### src/design/quadrature_angle_tracker_defines.svh
// Assertion macros used by the tracker design file.
`ifndef QUADRATURE_ANGLE_TRACKER_DEFINES_SVH
`define QUADRATURE_ANGLE_TRACKER_DEFINES_SVH

// A condition that must hold at every clock edge outside reset.
`define QAT_ASSERT_HOLDS(label, clk, rst_n, cond, msg) \
	label: assert property (@(posedge clk) disable iff (!rst_n) (cond)) else $error(msg);

// A condition in one cycle that forces another in the next cycle.
`define QAT_ASSERT_NEXT(label, clk, rst_n, ante, cons, msg) \
	label: assert property (@(posedge clk) disable iff (!rst_n) (ante) |=> (cons)) \
		else $error(msg);

`endif

### src/design/qat_pkg.sv
`default_nettype none

package qat_pkg;

	localparam int SLOTS_PER_REV   = 112;
	localparam int PHASES_PER_SLOT = 4;
	localparam int DEGREES_PER_REV = 360;
	localparam int ANGLE_SCALE     = 10;
	localparam int DIGIT_BASE      = 10;
	localparam int COUNTS_PER_REV  = SLOTS_PER_REV * PHASES_PER_SLOT;
	localparam int HALF_REV        = COUNTS_PER_REV / 2;

	localparam int COUNT_W    = 10;
	localparam int STEP_W     = COUNT_W + 1;
	localparam int DEGREES_W  = 9;
	localparam int DEG_MAG_W  = 8;
	localparam int TENTHS_W   = 4;
	localparam int PHASE_W    = 3;
	localparam int MAG_W      = 8;
	localparam int ANGLE_TABLE_DEPTH = 2 ** MAG_W;

	// Phase codes; zero means no phase has been sampled yet.
	localparam logic [PHASE_W-1:0] PHASE_NONE = 3'd0;
	localparam logic [PHASE_W-1:0] PHASE_1    = 3'd1;
	localparam logic [PHASE_W-1:0] PHASE_2    = 3'd2;
	localparam logic [PHASE_W-1:0] PHASE_3    = 3'd3;
	localparam logic [PHASE_W-1:0] PHASE_4    = 3'd4;

	typedef struct packed {
		logic [DEG_MAG_W-1:0] deg_mag;
		logic [TENTHS_W-1:0]  tenths;
	} angle_entry_t;

	typedef angle_entry_t [ANGLE_TABLE_DEPTH-1:0] angle_table_t;

	function automatic logic [PHASE_W-1:0] phase_of(input logic a, input logic b);
		logic [PHASE_W-1:0] p;
		unique case ({a, b})
			2'b00:   p = PHASE_1;
			2'b01:   p = PHASE_2;
			2'b11:   p = PHASE_3;
			default: p = PHASE_4;
		endcase
		return p;
	endfunction

	function automatic logic [PHASE_W-1:0] phase_before(input logic [PHASE_W-1:0] p);
		return (p == PHASE_1) ? PHASE_4 : p - PHASE_W'(1);
	endfunction

	function automatic logic [PHASE_W-1:0] phase_after(input logic [PHASE_W-1:0] p);
		return (p == PHASE_4) ? PHASE_1 : p + PHASE_W'(1);
	endfunction

	// Angle of a folded count magnitude, in tenths of a degree truncated toward zero,
	// split into whole degrees and the tenths digit. Evaluated at elaboration.
	function automatic angle_table_t build_angle_table();
		angle_table_t tbl;
		int scaled;
		for (int i = 0; i < ANGLE_TABLE_DEPTH; i++) begin
			scaled = (i * DEGREES_PER_REV * ANGLE_SCALE) / COUNTS_PER_REV;
			tbl[i].deg_mag = DEG_MAG_W'(scaled / ANGLE_SCALE);
			tbl[i].tenths  = TENTHS_W'(scaled % DIGIT_BASE);
		end
		return tbl;
	endfunction

	localparam angle_table_t ANGLE_TABLE = build_angle_table();

endpackage

`default_nettype wire

### src/design/quadrature_angle_tracker.sv
// Quadrature angle tracker: x4 decoder for an A/B encoder with a reference pulse.
// Input channel: in_valid / in_stall with chan_a, chan_b and ref_pulse. Each
// transaction is one sample of the encoder pins. Output channel: out_valid /
// out_stall with position_count, angle_degrees, angle_tenths and is_calibrated.
// Every input transaction yields exactly one output transaction, in order.
// A sample is registered in the input stage, decoded in one pass and written to
// the result register. Throughput is one transaction per cycle while the receiver
// does not stall; the single decode pass (phase compare, count wrap, fold and an
// angle table lookup) sets that figure.
// When the receiver stalls, the result register holds its contents, the input
// stage keeps its sample and in_stall rises only if both stages are full, so one
// further sample can still be taken while a result waits.
// The configuration port (cfg_we, cfg_wdata) writes ref_enable; it is meant to be
// written while no transaction is in flight.
// Asynchronous reset (arst_n low) empties both stages, clears the count, the
// previous phase (no phase seen) and the calibrated flag, and sets ref_enable.
`default_nettype none
`include "quadrature_angle_tracker_defines.svh"

module quadrature_angle_tracker (
	input  wire logic                              clk,
	input  wire logic                              arst_n,
	input  wire logic                              cfg_we,
	input  wire logic                              cfg_wdata,
	input  wire logic                              in_valid,
	output      logic                              in_stall,
	input  wire logic                              chan_a,
	input  wire logic                              chan_b,
	input  wire logic                              ref_pulse,
	output      logic                              out_valid,
	input  wire logic                              out_stall,
	output      logic signed [qat_pkg::COUNT_W-1:0]   position_count,
	output      logic signed [qat_pkg::DEGREES_W-1:0] angle_degrees,
	output      logic        [qat_pkg::TENTHS_W-1:0]  angle_tenths,
	output      logic                              is_calibrated
);

	// Configuration and tracker state.
	logic                               ref_enable_q;
	logic [qat_pkg::PHASE_W-1:0]        prev_phase_q;
	logic signed [qat_pkg::COUNT_W-1:0] pos_count_q;
	logic                               calibrated_q;

	// Input stage.
	logic valid_s1;
	logic chan_a_s1;
	logic chan_b_s1;
	logic ref_pulse_s1;

	// Result stage.
	logic                                 valid_s2;
	logic signed [qat_pkg::COUNT_W-1:0]   position_count_s2;
	logic signed [qat_pkg::DEGREES_W-1:0] angle_degrees_s2;
	logic        [qat_pkg::TENTHS_W-1:0]  angle_tenths_s2;
	logic                                 is_calibrated_s2;

	logic in_accept;
	logic adv_s1;

	logic [qat_pkg::PHASE_W-1:0]          cur_phase;
	logic signed [qat_pkg::STEP_W-1:0]    stepped;
	logic signed [qat_pkg::STEP_W-1:0]    wrapped;
	logic signed [qat_pkg::COUNT_W-1:0]   next_count;
	logic                                 next_calibrated;
	logic signed [qat_pkg::STEP_W-1:0]    folded;
	logic signed [qat_pkg::STEP_W-1:0]    folded_abs;
	logic [qat_pkg::MAG_W-1:0]            fold_mag;
	qat_pkg::angle_entry_t                angle_entry;
	logic signed [qat_pkg::DEGREES_W-1:0] deg_unsigned;
	logic signed [qat_pkg::DEGREES_W-1:0] next_degrees;

	// The input stage moves on whenever the result register is empty or being taken.
	assign adv_s1    = valid_s1 && (!valid_s2 || !out_stall);
	assign in_stall  = valid_s1 && valid_s2 && out_stall;
	assign in_accept = in_valid && !in_stall;

	// Phase step: forward adds one, backward subtracts one, a repeat or a skipped
	// phase leaves the count alone. The first sample has no neighbor and never steps.
	always_comb begin
		cur_phase = qat_pkg::phase_of(chan_a_s1, chan_b_s1);
		stepped   = qat_pkg::STEP_W'(pos_count_q);
		if (prev_phase_q == qat_pkg::phase_before(cur_phase)) begin
			stepped = qat_pkg::STEP_W'(pos_count_q) + qat_pkg::STEP_W'(1);
		end else if (prev_phase_q == qat_pkg::phase_after(cur_phase)) begin
			stepped = qat_pkg::STEP_W'(pos_count_q) - qat_pkg::STEP_W'(1);
		end

		// Truncating remainder: only a full revolution either way can be reached.
		if (stepped == qat_pkg::STEP_W'(qat_pkg::COUNTS_PER_REV)
				|| stepped == -qat_pkg::STEP_W'(qat_pkg::COUNTS_PER_REV)) begin
			wrapped = '0;
		end else begin
			wrapped = stepped;
		end

		// An enabled reference pulse wins over the step taken in the same sample.
		if (ref_pulse_s1 && ref_enable_q) begin
			next_count      = '0;
			next_calibrated = 1'b1;
		end else begin
			next_count      = qat_pkg::COUNT_W'(wrapped);
			next_calibrated = calibrated_q;
		end
	end

	// Fold the count into the range -225 to 224 and look up the angle of its
	// magnitude; the sign is put back afterwards since the scaling truncates toward zero.
	always_comb begin
		folded = qat_pkg::STEP_W'(next_count);
		if (folded > qat_pkg::STEP_W'(qat_pkg::HALF_REV)) begin
			folded = folded - qat_pkg::STEP_W'(qat_pkg::COUNTS_PER_REV);
		end else if (folded < -qat_pkg::STEP_W'(qat_pkg::HALF_REV)
				- qat_pkg::STEP_W'(1)) begin
			folded = folded + qat_pkg::STEP_W'(qat_pkg::COUNTS_PER_REV);
		end
		folded_abs   = folded[qat_pkg::STEP_W-1] ? -folded : folded;
		fold_mag     = folded_abs[qat_pkg::MAG_W-1:0];
		angle_entry  = qat_pkg::ANGLE_TABLE[fold_mag];
		deg_unsigned = qat_pkg::DEGREES_W'(angle_entry.deg_mag);
		next_degrees = folded[qat_pkg::STEP_W-1] ? -deg_unsigned : deg_unsigned;
	end

	always_ff @(posedge clk or negedge arst_n) begin
		if (!arst_n) begin
			ref_enable_q <= 1'b1;
			prev_phase_q <= qat_pkg::PHASE_NONE;
			pos_count_q  <= '0;
			calibrated_q <= 1'b0;
			valid_s1     <= 1'b0;
			valid_s2     <= 1'b0;
		end else begin
			if (cfg_we) begin
				ref_enable_q <= cfg_wdata;
			end
			if (adv_s1) begin
				prev_phase_q <= cur_phase;
				pos_count_q  <= next_count;
				calibrated_q <= next_calibrated;
			end
			if (in_accept) begin
				valid_s1 <= 1'b1;
			end else if (adv_s1) begin
				valid_s1 <= 1'b0;
			end
			if (adv_s1) begin
				valid_s2 <= 1'b1;
			end else if (!out_stall) begin
				valid_s2 <= 1'b0;
			end
		end
	end

	always_ff @(posedge clk) begin
		if (in_accept) begin
			chan_a_s1    <= chan_a;
			chan_b_s1    <= chan_b;
			ref_pulse_s1 <= ref_pulse;
		end
		if (adv_s1) begin
			position_count_s2 <= next_count;
			angle_degrees_s2  <= next_degrees;
			angle_tenths_s2   <= angle_entry.tenths;
			is_calibrated_s2  <= next_calibrated;
		end
	end

	assign out_valid      = valid_s2;
	assign position_count = position_count_s2;
	assign angle_degrees  = angle_degrees_s2;
	assign angle_tenths   = angle_tenths_s2;
	assign is_calibrated  = is_calibrated_s2;

	`QAT_ASSERT_HOLDS(a_count_range, clk, arst_n,
		!out_valid || (position_count <= 10'sd447 && position_count >= -10'sd447),
		"position count left its wrapped range")
	`QAT_ASSERT_HOLDS(a_angle_range, clk, arst_n,
		!out_valid || (angle_tenths <= 4'd9 && angle_degrees <= 9'sd180
			&& angle_degrees >= -9'sd180),
		"angle result out of range")
	`QAT_ASSERT_HOLDS(a_cal_sticky, clk, arst_n, !$fell(calibrated_q),
		"calibrated flag cleared after being set")
	`QAT_ASSERT_NEXT(a_ref_zeroes, clk, arst_n, adv_s1 && ref_pulse_s1 && ref_enable_q,
		out_valid && position_count == '0 && is_calibrated,
		"enabled reference pulse did not zero the count")

endmodule

`default_nettype wire
### config.mk
export PLATFORM = sky130hd
export DESIGN_NAME = quadrature_angle_tracker
export DESIGN_NICKNAME = d
export VERILOG_FILES = /design/src/design/qat_pkg.sv /design/src/design/quadrature_angle_tracker.sv
export VERILOG_INCLUDE_DIRS = /design/src /design/src/design
export SDC_FILE = /design/constraint.sdc
export NUM_CORES = 1
export LEC_CHECK = 0
export ABC_AREA = 1
export BUFFER_PORTS_ARGS = -buffer_cell sky130_fd_sc_hd__buf_2
export CELL_PAD_IN_SITES_DETAIL_PLACEMENT = 0
export CELL_PAD_IN_SITES_GLOBAL_PLACEMENT = 2
export CORE_MARGIN = 2
export CORE_UTILIZATION = 34
export DETAILED_ROUTE_END_ITERATION = 8
export GPL_ROUTABILITY_DRIVEN = 0
export PLACE_DENSITY_LB_ADDON = 0.1
export SLEW_MARGIN = 20
export SYNTH_ARGS = -nofsm -noshare
export SYNTH_HDL_FRONTEND = slang
export SYNTH_SLANG_ARGS = --single-unit
### constraint.sdc
create_clock -name clk -period 6.68 [get_ports clk]
set_clock_uncertainty 0.15 [all_clocks]
set_input_delay 0.334 -clock clk [delete_from_list [all_inputs] [get_ports clk]]
set_output_delay 0.334 -clock clk [all_outputs]
set_load 0.01 [all_outputs]
Word level (Yosys, flattened, before mapping)
Memory sizes are Yosys's and may differ from the RTL's.
Index checks and enable logic that the tools add are counted.
- equality and inequality tests: 9
- mux-type cells: 17
- reductions and logical operators: 12
- order comparisons: 3
- $add $sub $neg: 8
- operators with widths (kind ; count):
    2-to-1 mux 11 bit ; 4
    == test 11 x 10 -> 1 bit (second input constant) ; 2
    2-to-1 mux 10 bit ; 2
    2-to-1 mux 8 bit ; 2
    2-to-1 mux 12 bit ; 1
    adder 10 x 10 -> 11 bit (second input constant) ; 1
    adder 10 x 2 -> 11 bit (second input constant) ; 1
    subtractor 10 x 10 -> 11 bit (second input constant) ; 1
    subtractor 10 x 2 -> 11 bit (second input constant) ; 1
    greater-than comparator 10 x 9 -> 1 bit (second input constant) ; 1
    < comparator 10 x 9 -> 1 bit (second input constant) ; 1
    < comparator 8 x 9 -> 1 bit (second input constant) ; 1
    negator 8 -> 9 bit ; 1
    case mux 3 bit (3 select lines) ; 1
    negator 8 bit ; 1
    == test 3 bit ; 2
    2-to-1 mux 3 bit ; 2
    logical AND 1 bit ; 5
    2-to-1 mux 1 bit ; 5
    adder 3 x 1 -> 3 bit (second input constant) ; 1
    == test 3 x 1 -> 1 bit (second input constant) ; 1
    == test 3 bit (second input constant) ; 1
    zero test 1 bit ; 3
    subtractor 3 x 1 -> 3 bit (second input constant) ; 1
    6 further kinds ; 7
- flip-flop bits (word level): 44
- input port bits: 9
- memories kept: 1
- output and inout bits: 26
- memory bits (read-only): 3072
- word-level logic and storage cells: 64
- memories (memory ; words ; bits a word ; read ports ; clocked after memory_dff ; wr ports ; line ; RTL):
    (name not given) ; 256 ; 12 ; 1 ; 0 ; 0 ; quadrature_angle_tracker.sv:118 ; angle_entry = qat_pkg::ANGLE_TABLE[fold_mag];

Logic depth before layout (Yosys ltp)
- depth after elaboration: 20
- depth in mapped cells: 49
- mapped depth without buffers: 48

Worst setup path after synthesis
Ideal clock, no wire load.
- path type: reg-to-reg
- start: reg chan_a_s1
- end: reg angle_degrees_s2 (netlist bit angle_degrees[6]), data pin
- setup time: 0.253 ns
- arrival time: 4.654 ns
- required time: 6.277 ns
- buffers on the path: 1
- clock period less this slack: 5.057 ns
- stages on the path, launching flop included: 46
- path slack: 1.623 ns
- cells stage by stage: edfxtp_1 inv_1 ha_1 inv_1 nand2_1 nand2_1 nor2_1 nand3_1 buf_2 nand2_1 nor2_1 nand2_1 nand2_1 nor2_1 nand2_1 nand2_1 nand3_2 nand2_1 (+10 left out) ha_1 inv_1 nand3_1 nand2_1 nand2_1 nand3_1 nand3_1 nand3_1 nand3_1 nand2_2 inv_1 ha_1 inv_1 nor2_1 nand3_1 nand2_1 nand3_1 nand2_1
- RTL lines (item ; line ; RTL):
    start: declaration ; quadrature_angle_tracker.sv:46 ; logic chan_a_s1;
    start signal: assignment ; quadrature_angle_tracker.sv:155 ; chan_a_s1 <= chan_a;
    end signal: assignment ; quadrature_angle_tracker.sv:161 ; angle_degrees_s2 <= next_degrees;
    end: declaration ; quadrature_angle_tracker.sv:53 ; logic signed [qat_pkg::DEGREES_W-1:0] angle_degrees_s2;

Worst setup path after layout
- start: reg chan_a_s1
- end: reg angle_degrees_s2 (netlist bit angle_degrees[6]), data pin
- word-level cells in the longest chain between the ends: 20
- elaborated cells between the ends (all ways): 31
- classes of those cells: add/sub: 6; order compare: 2; eq/ne: 8; mux: 12; reduce/logical: 2; memory: 1
- ends and longest elaborated chain (item ; line ; RTL):
    == test 2 bit, or another cell as far along ; qat_pkg.sv:38 ; unique case ({a, b})
    case mux 3 bit (3 select lines) (*) ; qat_pkg.sv:38 ;
    adder 3 x 1 -> 3 bit or == test 3 bit (tied branches) ; qat_pkg.sv:52 ; return (p == PHASE_4) ? PHASE_1 : p + PHASE_W'(1);
    2-to-1 mux 3 bit ; qat_pkg.sv:52 ;
    == test 3 bit ; quadrature_angle_tracker.sv:84 ; end else if (prev_phase_q == qat_pkg::phase_after(cur_phase)) begin
    2-to-1 mux 11 bit ; quadrature_angle_tracker.sv:84 ;
    2-to-1 mux 11 bit (*) ; quadrature_angle_tracker.sv:82 ; if (prev_phase_q == qat_pkg::phase_before(cur_phase)) begin
    == test 11 x 10 -> 1 bit (on tied branches) ; quadrature_angle_tracker.sv:89, quadrature_angle_tracker.sv:90 ;
    (+3 left out) ; n/a ;
    via next_count, one bit ; quadrature_angle_tracker.sv:63 ; logic signed [qat_pkg::COUNT_W-1:0] next_count;
    (+2 left out) ; n/a ;
    2-to-1 mux 11 bit (*) ; quadrature_angle_tracker.sv:110 ; if (folded > qat_pkg::STEP_W'(qat_pkg::HALF_REV)) begin
    negator 8 bit ; quadrature_angle_tracker.sv:116 ; folded_abs = folded[qat_pkg::STEP_W-1] ? -folded : folded;
    2-to-1 mux 8 bit ; quadrature_angle_tracker.sv:116 ;
    memory read (256 x 12 bit) ; n/a ;
    2-to-1 mux 12 bit (not written as such) ; quadrature_angle_tracker.sv:118 ;
    negator 8 -> 9 bit ; quadrature_angle_tracker.sv:120 ; next_degrees = folded[qat_pkg::STEP_W-1] ? -deg_unsigned : deg_unsigned;
    2-to-1 mux 8 bit (*) ; quadrature_angle_tracker.sv:120 ;
    via next_degrees, one bit ; quadrature_angle_tracker.sv:70 ; logic signed [qat_pkg::DEGREES_W-1:0] next_degrees;
The timed path passes the listed nets; every way through them passes the cells marked *. The select of a mux whose other input is x is not followed.
A chain may end at the register's enable or synchronous reset.

==> run metrics <==
status finished clean; Fin. Hold Viols 0; worst-skew pair later-pin latency 0.30 ns; Diodes inserted 0; Final setup violation count 0; Synth Flop Type edfxtp_1; Via density 5.15; Synthesis Warnings 0; Yosys top cell area share 23.3%; nets 885; Seq/Total Area, Yosys 24.4%; Yosys cell types 46; Die Y 126 um; antenna violations before repair 0; area leader, netlist nand2_1; pre-CTS setup slack 0.331 ns; first-pass GRT wire length 26,400 um; DR vias 5,363; Seq cells post-synth 44; Synth area leaders nand2_1 23%, edfxtp_1 16%, nand3_1 11%; Max-slew headroom 32.8%; DP HPWL 12,100 um; core box area 14,500 um^2; DRT iter0 DRCs 456; crit path max fanout 11; Avg Inst Size Synth 6.12 um^2; fmax 164 MHz; final setup margin 0.593 ns; Hold Path Depth 1; 1st-pass router iterations 5; Crit path arrival time 6.00 ns; fin crit share 91.1%; Ports 35; Die Width 126 um; FF-to-FF path depth 38; Post-Layout Cell Count 1,042; Tightest Pin Transition 1.01 ns; CP peak stage delay 0.40 ns; grt total ovfl 0; EDFF count, synth 27; asr flop ratio synth 38.6%; DIE AREA 15,900 um^2; gr usage total 20.4%; worst min path class in -> reg; max-slew violation count 0; Post-Route WL 16,100 um; Clock transition at path regs 0.07 ns; Setup Crit Path Kind reg -> reg; layout cells sized above 1 14.6%; DRC 0; Post-DP Area 5370 um^2; Clock Root Buffer clkbuf_16; element type at the critical path end flop; synth cell count leaders 314 x nand2_1, 114 x nand3_1, 80 x inv_1, 56 x nor2_1, 36 x o21ai_0; Slowest cell on crit path edfxtp_1; CTS tree done; CTS H-tree lvls 2; Cells after Synth 828; top-count cell post-synth nand2_1; cell area after synthesis 5070 um^2; CTS Buf Count 5; dpl cells 1,029; worst path required time 6.59 ns; Num Clock Sinks 44; largest net degree at the start of global routing 35; Layout area overhead 10.9%; # rows 44; Tmin final 6.09 ns; Synthesized Nets 856; max_cap viols 0; initial core utilization 34.9%; vias in the first global route 5,089; Detail Route Antenna Nets 0; Final Instance Area 5620 um^2; clk buf depth 2; WL/cell 15.4 um; Startpoint Class flop; number of port buffers 34
logic make-up after synthesis:
group,after synthesis,share of synthesized area (%)
and+or+nand+nor,545,47.6
DFF,44,24.4
buffers and inverters,121,10.5
adders and majority gates,19,4.69
xor gates and xnor gates,13,2.25
AOI/OAI and AO/OA,84,10.1
muxes,2,0.420
worst paths after layout:
path / endpoint / slack (ns) / from
max: angle_degrees[6] / 0.59 / chan_a_s1
min: chan_a_s1 / 0.06 / chan_a
max reg2reg: angle_degrees[6] / 0.59 / chan_a_s1
min reg2reg: calibrated_q / 0.31 / calibrated_q
max in group asynchronous: ref_enable_q / 5.68 / arst_n
min in group asynchronous: prev_phase_q[1] / 0.36 / arst_n
area by class of cell:
type	count	area, um^2
multi-input combinational	663	3340
tap	184	230
timing repair buffer	49	287
inverter	94	353
clock buffer	6	139
sequential	44	1240
clock inverter	2	38.8
fill	1622	8910
layer usage:
layer / GRT usage (%) / vias up / routed length [um]
li1: - / 2735 / -
met1: 30.2 / 2446 / 7950
met2: 32.0 / 171 / 7060
met3: 3.10 / 11 / 933
met4: 3.49 / 0 / 135
met5: 0 / - / 0
stage by stage:
stage          util (%)  TNS [ns]  hold WS (ns)
4_1_cts            38.2         0        0.0467
5_1_grt            38.7  -0.00273        0.0456
2_1_floorplan         -         0        -0.112
3_3_place_gp       37.0         0         0.147
6_report           38.7         0        0.0572
3_5_place_dp       37.0         0         0.156
cell usage in the layout (no fill, tap or decap), types with 2 or more instances in the layout:
master     instances
a21boi_0           2
a21oi_1           11
a21oi_2            4
a31oi_1            2
buf_2             35
buf_4             12
clkbuf_16          5
dfrtp_1           16
edfxtp_1          27
ha_1              19
inv_1             79
inv_2             15
nand2_1          314
nand2_2           14
nand2_4            6
nand3_1          113
nand3_2            5
nand3b_1           2
nand4_1            9
nand4_2            2
nor2_1            54
nor2_2            10
nor2_4             6
nor3_1             5
nor4_1             2
o2111ai_1          3
o211ai_1           9
o21ai_0           36
o21ai_1           10
xor2_1            12
flip-flops by register name, summed over array words and instances (netlist names):
register / count
angle_degrees: 9
angle_tenths: 4
calibrated_q: 1
chan_a_s1: 1
chan_b_s1: 1
is_calibrated: 1
out_valid: 1
pos_count_q: 10
position_count: 10
prev_phase_q: 3
ref_enable_q: 1
ref_pulse_s1: 1
valid_s1: 1
critical path, delay by kind of cell (launching register included):
| family | cells | cell delay, ns |
|---|---|---|
| AO/OA/AOI/OAI | 3 | 0.62 |
| adder cells (fa/ha/maj) | 3 | 0.72 |
| buffers and inverters | 9 | 1.03 |
| flip-flops | 1 | 0.40 |
| AND/OR/NAND/NOR | 23 | 2.91 |
repair_timing:
item                                    CTS  global route
endpoints found under the setup margin    0             7
endpoints found under the hold margin    16             0
hold buffers                              1             0
gates resized for setup                   0             9
buffers inserted                          0             3
Power is left out: the tool's default activity adds up to more than one toggle a clock period on the data nets, which glitch-free logic cannot reach.
